**config.mk**
```make
export PLATFORM = sky130hd
export DESIGN_NAME = ftt_bucket_hash
export DESIGN_NICKNAME = d
export VERILOG_FILES = /design/src/hw/rtl/ftt_bucket_hash.sv
export SDC_FILE = /design/constraint.sdc
export NUM_CORES = 1
export LEC_CHECK = 0
export ABC_CLOCK_PERIOD_IN_PS = 1400
export BUFFER_PORTS_ARGS = -buffer_cell sky130_fd_sc_hd__buf_2
export CORE_MARGIN = 3
export CORE_UTILIZATION = 40
export DETAILED_ROUTE_END_ITERATION = 10
export HOLD_SLACK_MARGIN = 0.1
export PLACE_DENSITY = 0.76
export SYNTH_ARGS = -nofsm -noshare
export SYNTH_HDL_FRONTEND = slang
export SYNTH_SLANG_ARGS = --single-unit
```
**constraint.sdc**
```tcl
create_clock -name clk_i -period 1.4 [get_ports clk_i]
set_input_delay 0.35 -clock clk_i [delete_from_list [all_inputs] [get_ports clk_i]]
set_output_delay 0.35 -clock clk_i [all_outputs]
set_load 0.02 [all_outputs]
```
**src/hw/rtl/ftt_bucket_hash.sv**
```systemverilog
// ftt_bucket_hash: bucket index as a 32-bit sum modulo the bucket count
// reciprocal multiply, quotient and remainder, each registered in turn, a mask for a power of two
// no dependencies
`default_nettype none

module ftt_bucket_hash #(
  parameter int unsigned HASH_BUCKETS = 256,
  localparam int unsigned BW = (HASH_BUCKETS > 1) ? $clog2(HASH_BUCKETS) : 1
) (
  input  logic          clk_i,
  input  logic          rst_ni,
  input  logic          start_i,
  input  logic [31:0]   sum_i,
  output logic [BW-1:0] bucket_o,
  output logic          done_o
);

  localparam int unsigned Lg     = $clog2(HASH_BUCKETS);
  localparam bit          IsPow2 = (HASH_BUCKETS & (HASH_BUCKETS - 1)) == 0;
  localparam int unsigned QShift = (Lg > 0) ? Lg - 1 : 0;
  localparam logic [31:0] Mask   = 32'(HASH_BUCKETS - 1);
  localparam logic [16:0] DivC   = 17'(HASH_BUCKETS);
  localparam logic [63:0] MagicW =
    (((64'd1 << Lg) - 64'(HASH_BUCKETS)) << 32) / 64'(HASH_BUCKETS) + 64'd1;
  localparam logic [31:0] Magic  = MagicW[31:0];

  logic [31:0]   x_q, t_q, q_q;
  logic [BW-1:0] rem_q;
  logic [3:0]    stg_q;
  logic [63:0]   mprod;
  logic [48:0]   qprod;
  logic [31:0]   qsum, diff;

  // quotient by multiply-high with a rounding fixup, then remainder
  always_comb begin
    mprod = {32'd0, x_q} * {32'd0, Magic};
    qsum  = t_q + ((x_q - t_q) >> 1);
    qprod = {17'd0, q_q} * {32'd0, DivC};
    diff  = IsPow2 ? (x_q & Mask) : (x_q - qprod[31:0]);
  end

  always_ff @(posedge clk_i or negedge rst_ni) begin
    if (!rst_ni) begin
      x_q   <= '0;
      t_q   <= '0;
      q_q   <= '0;
      rem_q <= '0;
      stg_q <= '0;
    end else begin
      stg_q <= {stg_q[2:0], start_i};
      if (start_i) x_q <= sum_i;
      t_q   <= mprod[63:32];
      q_q   <= qsum >> QShift;
      rem_q <= diff[BW-1:0];
    end
  end

  assign bucket_o = rem_q;
  assign done_o   = stg_q[3];

endmodule

`default_nettype wire

```
==> results.sh, run 1 <==
export IMPL_clock_power_share=0.245
export IMPL_crit_path_cell_trace="buf_2"
export IMPL_critPathKind="reg2out"
export IMPL_grt_start_max_net_pins=21
export IMPL_dpl_hpwl_um=574
export IMPL_gp_congestion=0.625
export IMPL_final_nets=88
export IMPL_grt_pass1_wl_um=1300
export IMPL_ios=44
export IMPL_cellPowerDensity_mw_per_mm2=1340
export IMPL_yosysWarnings=0
export IMPL_timing_final_crit_share=0.832
export IMPL_grt_pass1_vias=320
export IMPL_r2r_slack_ns=0.64
export IMPL_portBuffers=19
export IMPL_path_clk_slew_ns=0.10
export IMPL_cpPeakStageDelay_ns=0.38
export IMPL_crit_required_ns=1.05
export IMPL_die_x_um=45.7
export IMPL_rsz0062_at_grt="false"
export IMPL_grt_ovfl_total=0
export IMPL_clock_latency_ns=0.28
export IMPL_wl_um=809
export IMPL_grt_total_usage=0.0910
export IMPL_power_switching_mw=0.236
export IMPL_setup_viol=0
export IMPL_cts_sinks=20
export IMPL_drt_initial_drc_count=0
export IMPL_fmax_mhz=859
export IMPL_synthCells=29
export IMPL_status="finished, final reports clean"
export IMPL_ant_nets=0
export IMPL_period_needed_ns=1.16
export IMPL_p_comb_frac=0.125
export IMPL_drive_gt1_frac=0.588
export IMPL_cp_depth=1
export IMPL_hold_end="x_q[1]"
export IMPL_synth_area_um2=632
export IMPL_reg2regPathDepth=1
export IMPL_hold_path_class="in2reg"
export IMPL_cp_start_kind="flop"
export IMPL_numCtsBuffers=3
export IMPL_maxCapViolations=0
export IMPL_slew_headroom=0.717
export IMPL_finalClockSkew_ns=0.000431
export IMPL_cts_tree="built"
export IMPL_areaGrowthSynthToFinish_pct=21.4
export IMPL_p_total_mw=1.03
export IMPL_synthesis_nets=64
export IMPL_yosysUniqueCellTypes=3
export IMPL_route_vias_total=321
export IMPL_clock_path_buffers=2
export IMPL_intPower_mw=0.791
export IMPL_synth_top_cell_by_area="dfrtp_1"
export IMPL_synthTopCellsByArea="dfrtp_1, mux2_4, buf_6"
export IMPL_synth_seq_cells=20
export IMPL_hold_viol=0
export IMPL_avgSynthCellArea_um2=21.8
export IMPL_critPathSlowestCell="dfrtp_1"
export IMPL_path_delay_family="flip-flops"
export IMPL_cts_resized=0
export IMPL_die_height_um=45.7
export IMPL_placementRows=13
export IMPL_core_mm2=0.00138
export IMPL_first_pass_iters=1
export IMPL_die_area_mm2=0.00209
export IMPL_arrival_ns=0.81
export IMPL_end_kind="output port"
export IMPL_min_from="sum_i[1]"
export IMPL_clockRootBuffer="clkbuf_4"
export IMPL_leakage_nw=0.392
export IMPL_vdd_drop_max_v=0.000676
export IMPL_initial_core_util=0.457
export IMPL_vias_per_cell=4.86
export IMPL_r2r_end="x_q[7]"
export IMPL_timing_setup_tns_ns=0
export IMPL_crit_buf_inv=1
export IMPL_hold_depth=2
export IMPL_wire_per_inst_um=12.3
export IMPL_htree_levels=1
export IMPL_antenna_found_initial=0
export IMPL_ys_seq_area_frac=0.792
export IMPL_cp_max_fo=1
export IMPL_synth_top_area_frac=0.792
export IMPL_drc_errors=0
export IMPL_tightest_slew_ns=0.425
export IMPL_maxSlewViolCount=0
export IMPL_r2r_start="x_q[7]"
export IMPL_swShare=0.230
export IMPL_p_seq_frac=0.630
export IMPL_diodes=0
routing by layer:
layer | up-vias | wire (µm) | global-route usage
met1 | 168 | 311 | 0.0984
met2 | 12 | 432 | 0.159
met4 | 0 | 0 | 0.0341
met5 | - | 0 | 0
li1 | 141 | - | -
met3 | 0 | 64 | 0.0356
per-stage QoR:
stage / hold slack [ns] / setup slack, ns / cells / util / instance area (µm²)
floorplan: 0.0544 / 0.508 / 29 / - / 632
global placement: 0.305 / 0.344 / 62 / 0.531 / 734
detailed placement: 0.313 / 0.339 / 62 / 0.531 / 734
CTS: 0.280 / 0.221 / 66 / 0.555 / 767
global route: 0.268 / 0.184 / 66 / 0.555 / 767
finish: 0.287 / 0.236 / 66 / 0.555 / 767
logic make-up (layout without fill, tap and decap cells):
kind of cell           count (synthesis)  count (layout)  synth area share
flip-flops                            20              20             0.792
multiplexers                           8               8             0.190
buffers and inverters                  1              23            0.0178
flip-flops by register name (all words and copies together), names as in the netlist:
| name | flops |
|---|---|
| stg_q | 4 |
| x_q | 8 |
| bucket_o | 8 |
power by group through the flow:
stage / clock, mW / sequential (mW) / combinational, mW
after global placement: 0 / 0.657 / 0.126
after detailed placement: 0 / 0.659 / 0.128
after floorplan: 0 / 0.689 / 0.0455
after CTS: 0.263 / 0.648 / 0.131
after global routing: 0.290 / 0.653 / 0.138
final: 0.252 / 0.647 / 0.128
worst max path at each step:
stage	from	endpoint
after floorplan	start_i	x_q[0]
after global placement	start_i	x_q[4]
after detailed placement	start_i	x_q[7]
after CTS	bucket_o[2]	bucket_o[2]
after global routing	bucket_o[2]	bucket_o[2]
final	bucket_o[1]	bucket_o[1]
cells in the final DEF (no fill, tap or decap):
cell type      count
dfrtp_1           20
buf_2             19
mux2_4             8
clkbuf_4           3
dlygate4sd3_1      1
cell usage after synthesis:
library cell and instances:
dfrtp_1 20, buf_6 1, mux2_4 8
what timing repair did:
item                                   4_1_cts  5_1_grt
endpoints found under the hold margin       20        0
hold buffers                                 1        0
buffers inserted                             0        0
final cells by class:
type | instances | area [µm²]
multi-input combinational | 8 | 120
tap | 15 | 18.8
clock buffer | 3 | 22.5
sequential | 20 | 500
timing repair buffer | 20 | 105
fill | 107 | 616
Power figures use the tool's default switching activity.
==> run 2, diff against run 1 <==
==> config.mk (replaced) <==
export PLATFORM = sky130hd
export DESIGN_NAME = ftt_bucket_hash
export DESIGN_NICKNAME = d
export VERILOG_FILES = /design/src/hw/rtl/ftt_bucket_hash.sv
export SDC_FILE = /design/constraint.sdc
export NUM_CORES = 1
export LEC_CHECK = 0
export ABC_CLOCK_PERIOD_IN_PS = 1100
export BUFFER_PORTS_ARGS = -buffer_cell sky130_fd_sc_hd__buf_2
export CORE_MARGIN = 3
export CORE_UTILIZATION = 38
export DETAILED_ROUTE_END_ITERATION = 10
export HOLD_SLACK_MARGIN = 0.1
export PLACE_DENSITY = 0.73
export SYNTH_ARGS = -nofsm -noshare
export SYNTH_HDL_FRONTEND = slang
export SYNTH_SLANG_ARGS = --single-unit
==> constraint.sdc (replaced) <==
create_clock -name clk_i -period 1.1 [get_ports clk_i]
set_input_delay 0.275 -clock clk_i [delete_from_list [all_inputs] [get_ports clk_i]]
set_output_delay 0.275 -clock clk_i [all_outputs]
set_load 0.02 [all_outputs]
==> results.sh, run 2 (synthesis results as in run 1) <==
export IMPL_status="finished with violations"
export IMPL_violations="setup timing"
export IMPL_first_pass_iters=3
export IMPL_final_common_cell="dfrtp_1"
export IMPL_finalClockSkew_ns=0.00186
export IMPL_areaGrowthSynthToFinish_pct=32.7
export IMPL_crit_buf_inv=1
export IMPL_placementRows=14
export IMPL_drt_initial_drc_count=1
export IMPL_layout_setup_ws_ns=-0.00162
export IMPL_core_mm2=0.00154
export IMPL_drive_gt1_frac=0.596
export IMPL_min_from="sum_i[6]"
export IMPL_arrival_ns=0.83
export IMPL_maxCapViolations=0
export IMPL_wl_um=881
export IMPL_cellPowerDensity_mw_per_mm2=1730
export IMPL_fmax_mhz=908
export IMPL_nFillCells=128
export IMPL_maxSlewViolCount=0
export IMPL_critPathSlowestCell="dfrtp_1"
export IMPL_die_area_mm2=0.00219
export IMPL_die_height_um=46.8
export IMPL_slew_headroom=0.721
export IMPL_grt_total_usage=0.0897
export IMPL_initial_core_util=0.410
export IMPL_numCtsBuffers=3
export IMPL_cts_tree="built"
export IMPL_mostFrequentLayoutCells="dfrtp_1, buf_2, buf_6, mux2_4, clkbuf_4"
export IMPL_dp_slack_ns=0.113
export IMPL_grt_pass1_vias=280
export IMPL_antenna_found_initial=0
export IMPL_end_kind="output port"
export IMPL_hold_viol=0
export IMPL_rsz0062_at_grt="true"
export IMPL_portBuffers=19
export IMPL_cp_max_fo=1
export IMPL_crit_required_ns=0.82
export IMPL_ant_nets=0
export IMPL_path_delay_family="flip-flops"
export IMPL_setup_worst_path_start="bucket_o[2]"
export IMPL_clock_latency_ns=0.30
export IMPL_period_needed_ns=1.10
export IMPL_ios=44
export IMPL_hold_path_class="in2reg"
export IMPL_clockRootBuffer="clkbuf_4"
export IMPL_grt_pass1_wl_um=1280
export IMPL_grt_start_max_net_pins=21
export IMPL_cp_start_kind="flop"
export IMPL_drc_errors=0
export IMPL_path_clk_slew_ns=0.11
export IMPL_diodes=0
export IMPL_gp_congestion=0.609
export IMPL_setup_viol=1
export IMPL_route_vias_total=315
export IMPL_grt_ovfl_total=0
export IMPL_cts_sinks=20
export IMPL_final_nets=88
export IMPL_clock_path_buffers=2
export IMPL_vias_per_cell=4.63
export IMPL_tightest_slew_ns=0.419
export IMPL_cpPeakStageDelay_ns=0.40
export IMPL_leakage_nw=0.418
export IMPL_timing_final_crit_share=1.00
export IMPL_r2r_start="x_q[0]"
export IMPL_wire_per_inst_um=13.0
export IMPL_die_x_um=46.8
export IMPL_htree_levels=1
export IMPL_critPathKind="reg2out"
export IMPL_holdWs_ns=0.201
export IMPL_vdd_drop_max_v=0.000738
export IMPL_crit_path_cell_trace="buf_6"
run 2: metal layers:
layer  share of wire  routed length (µm)  global-route usage  vias to the layer above
met4           0.019                  17              0.0829                        0
met3           0.069                  61              0.0230                        2
met1            0.42                 372               0.123                      158
met2            0.49                 429               0.114                       14
met5               0                   0                   0                        -
li1                -                   -                   -                      141
run 2: power by group:
group / total, mW / leakage [nW] / switching [mW] / internal, mW
Sequential: 0.832 / 0.234 / 0.0314 / 0.801
Clock: 0.417 / 0.0210 / 0.215 / 0.202
Combinational: 0.201 / 0.164 / 0.0843 / 0.116
Total: 1.45 / 0.418 / 0.331 / 1.12
run 2: repair_timing:
action | CTS | global route
endpoints found under the hold margin | 20 | 0
buffers inserted | 0 | 0
setup endpoints to repair | 3 | 9
resized for setup | 6 | 12
hold buffers | 1 | 0
run 2: stage by stage:
| step | util | instance area (µm²) | std cells | power (mW) | TNS (ns) |
|---|---|---|---|---|---|
| 6_report | 0.544 | 838 | 68 | 1.45 | -0.00162 |
| 5_1_grt | 0.544 | 838 | 68 | 1.51 | -0.219 |
| 4_1_cts | 0.519 | 801 | 68 | 1.43 | -0.0163 |
| 3_5_place_dp | 0.477 | 736 | 63 | 1.00 | 0 |
| 3_3_place_gp | 0.477 | 736 | 63 | 0.997 | 0 |
| 2_1_floorplan | - | 632 | 29 | 0.934 | 0 |
run 2: area by class of cell:
| class | instances | area, µm² | share of cell area |
|---|---|---|---|
| well taps | 16 | 20.0 | 0.0239 |
| flip-flops and latches | 20 | 500 | 0.597 |
| multi-input cells | 8 | 120 | 0.143 |
| clock buffers | 4 | 36.3 | 0.0433 |
| repair buffers | 20 | 161 | 0.193 |
run 2: path summary, 6_finish.rpt:
kind | to | slack [ns] | cells past startpoint
max reg2reg | x_q[0] | 0.32 | 1
max in group asynchronous | bucket_o[4] | 0.36 | 2
min in group asynchronous | bucket_o[5] | 0.44 | 2
min | x_q[6] | 0.20 | 2
max | bucket_o[2] | -0.002 | 1
min reg2reg | stg_q[3] | 0.36 | 0
==> run 3, diff against run 2 <==
--- a/config.mk
+++ b/config.mk
@@ -6,12 +6,12 @@
 export NUM_CORES = 1
 export LEC_CHECK = 0
 export ABC_CLOCK_PERIOD_IN_PS = 1100
-export BUFFER_PORTS_ARGS = -buffer_cell sky130_fd_sc_hd__buf_2
 export CORE_MARGIN = 3
-export CORE_UTILIZATION = 38
+export CORE_UTILIZATION = 40
 export DETAILED_ROUTE_END_ITERATION = 10
+export DONT_BUFFER_PORTS = 1
 export HOLD_SLACK_MARGIN = 0.1
-export PLACE_DENSITY = 0.73
+export PLACE_DENSITY = 0.52
 export SYNTH_ARGS = -nofsm -noshare
 export SYNTH_HDL_FRONTEND = slang
 export SYNTH_SLANG_ARGS = --single-unit
==> results.sh, run 3 (synthesis results as in run 1) <==
export IMPL_status="finished, final reports clean"
export IMPL_hold_viol=0
export IMPL_ios=44
export IMPL_tightest_slew_ns=0.845
export IMPL_crit_required_ns=0.82
export IMPL_routed_top_layer="met3"
export IMPL_htree_levels=1
export IMPL_finalClockSkew_ns=0.000575
export IMPL_maxCapViolations=0
export IMPL_cp_start_kind="flop"
export IMPL_cts_tree="built"
export IMPL_rsz0062_at_grt="false"
export IMPL_critPathKind="reg2out"
export IMPL_grt_total_usage=0.102
export IMPL_ant_nets=0
export IMPL_placementRows=13
export IMPL_slew_headroom=0.437
export IMPL_wl_um=863
export IMPL_clockRootBuffer="clkbuf_4"
export IMPL_cts_sinks=20
export IMPL_final_common_cell="dfrtp_1"
export IMPL_routed_wl_met2_um=438
export IMPL_grt_pass1_vias=279
export IMPL_fmax_mhz=979
export IMPL_maxSlewViolCount=0
export IMPL_path_clk_slew_ns=0.10
export IMPL_die_x_um=45.7
export IMPL_mostFrequentLayoutCells="dfrtp_1, mux2_4, clkbuf_4, dlygate4sd3_1, dlymetal6s4s_1"
export IMPL_clock_latency_ns=0.28
export IMPL_areaGrowthSynthToFinish_pct=11.5
export IMPL_initial_core_util=0.457
export IMPL_core_mm2=0.00138
export IMPL_vdd_drop_max_v=0.000951
export IMPL_first_pass_iters=1
export IMPL_drc_errors=0
export IMPL_timing_setup_tns_ns=0
export IMPL_period_needed_ns=1.02
export IMPL_m1WireLength_um=362
export IMPL_wl_met3_um=62
export IMPL_grt_pass1_wl_um=1390
export IMPL_antenna_found_initial=0
export IMPL_cp_max_fo=1
export IMPL_gp_congestion=0.652
export IMPL_setup_viol=0
export IMPL_final_nets=72
export IMPL_hold_path_class="in2reg"
export IMPL_arrival_ns=0.75
export IMPL_timing_final_crit_share=0.928
export IMPL_numCtsBuffers=3
export IMPL_leakage_nw=0.339
export IMPL_diodes=0
export IMPL_end_kind="output port"
export IMPL_drt_initial_drc_count=0
export IMPL_grt_ovfl_total=0
export IMPL_placedCellCount=43
export IMPL_portBuffers=0
export IMPL_cellPowerDensity_mw_per_mm2=1790
export IMPL_wire_per_inst_um=17.3
export IMPL_drive_gt1_frac=0.314
export IMPL_vias_per_cell=5.08
export IMPL_clock_path_buffers=2
export IMPL_die_area_mm2=0.00209
export IMPL_grt_start_max_net_pins=21
export IMPL_die_height_um=45.7
export IMPL_route_vias_total=254
export IMPL_fin_cells=50
run 3: changes by cell type in the layout (fill, tap and decap cells not counted):
cell	before	now
buf_6	9	0
dlymetal6s4s_1	0	1
buf_2	10	0
dlygate4sd3_1	1	3
clkbuf_8	1	0
run 3: worst paths after layout:
path                             start     endpoint  slack [ns]  cells past startpoint
max reg2reg                     x_q[6]       x_q[6]        0.33                      1
min reg2reg                   stg_q[0]     stg_q[1]        0.36                      0
min in group asynchronous       rst_ni  bucket_o[1]        0.16                      1
max                        bucket_o[0]  bucket_o[0]        0.08                      0
max in group asynchronous       rst_ni     stg_q[1]        0.43                      1
min                           sum_i[1]       x_q[1]        0.13                      1
run 3: stage by stage:
stage	hold slack (ns)	setup slack (ns)	cell area, µm²	power (mW)	util
2_1_floorplan	-0.0206	0.283	632	0.934	-
6_report	0.134	0.0787	704	1.26	0.510
4_1_cts	0.118	0.000732	682	1.28	0.493
3_3_place_gp	-0.0201	0.357	639	0.935	0.462
3_5_place_dp	-0.0201	0.332	639	0.940	0.462
5_1_grt	0.103	0.0359	704	1.33	0.510
run 3: repair_timing:
item / in CTS / in global routing
setup endpoints to repair: 0 / 20
resized for setup: 0 / 1
hold endpoints to repair: 21 / 2
setup buffers: 0 / 0
hold buffers: 2 / 2
run 3: per-layer routing:
metal | global-route usage | up-vias
met5 | 0 | -
met2 | 0.142 | 13
met1 | 0.122 | 133
met4 | 0.0852 | 0
met3 | 0.0395 | 0
li1 | - | 108
run 3: power by group:
group | internal [mW] | switching (mW) | total [mW] | leakage (nW)
combinational | 0.0538 | 0.0218 | 0.0756 | 0.0913
clock | 0.127 | 0.187 | 0.314 | 0.0138
sequential | 0.801 | 0.0709 | 0.872 | 0.234
total | 0.982 | 0.279 | 1.26 | 0.339
run 3: final cells by class:
| cell class | count | area [µm²] |
|---|---|---|
| multi-input cells | 8 | 120 |
| fillers | 114 | 678 |
| clock buffers | 3 | 22.5 |
| repair buffers | 4 | 42.5 |
| well taps | 15 | 18.8 |
| flip-flops and latches | 20 | 500 |
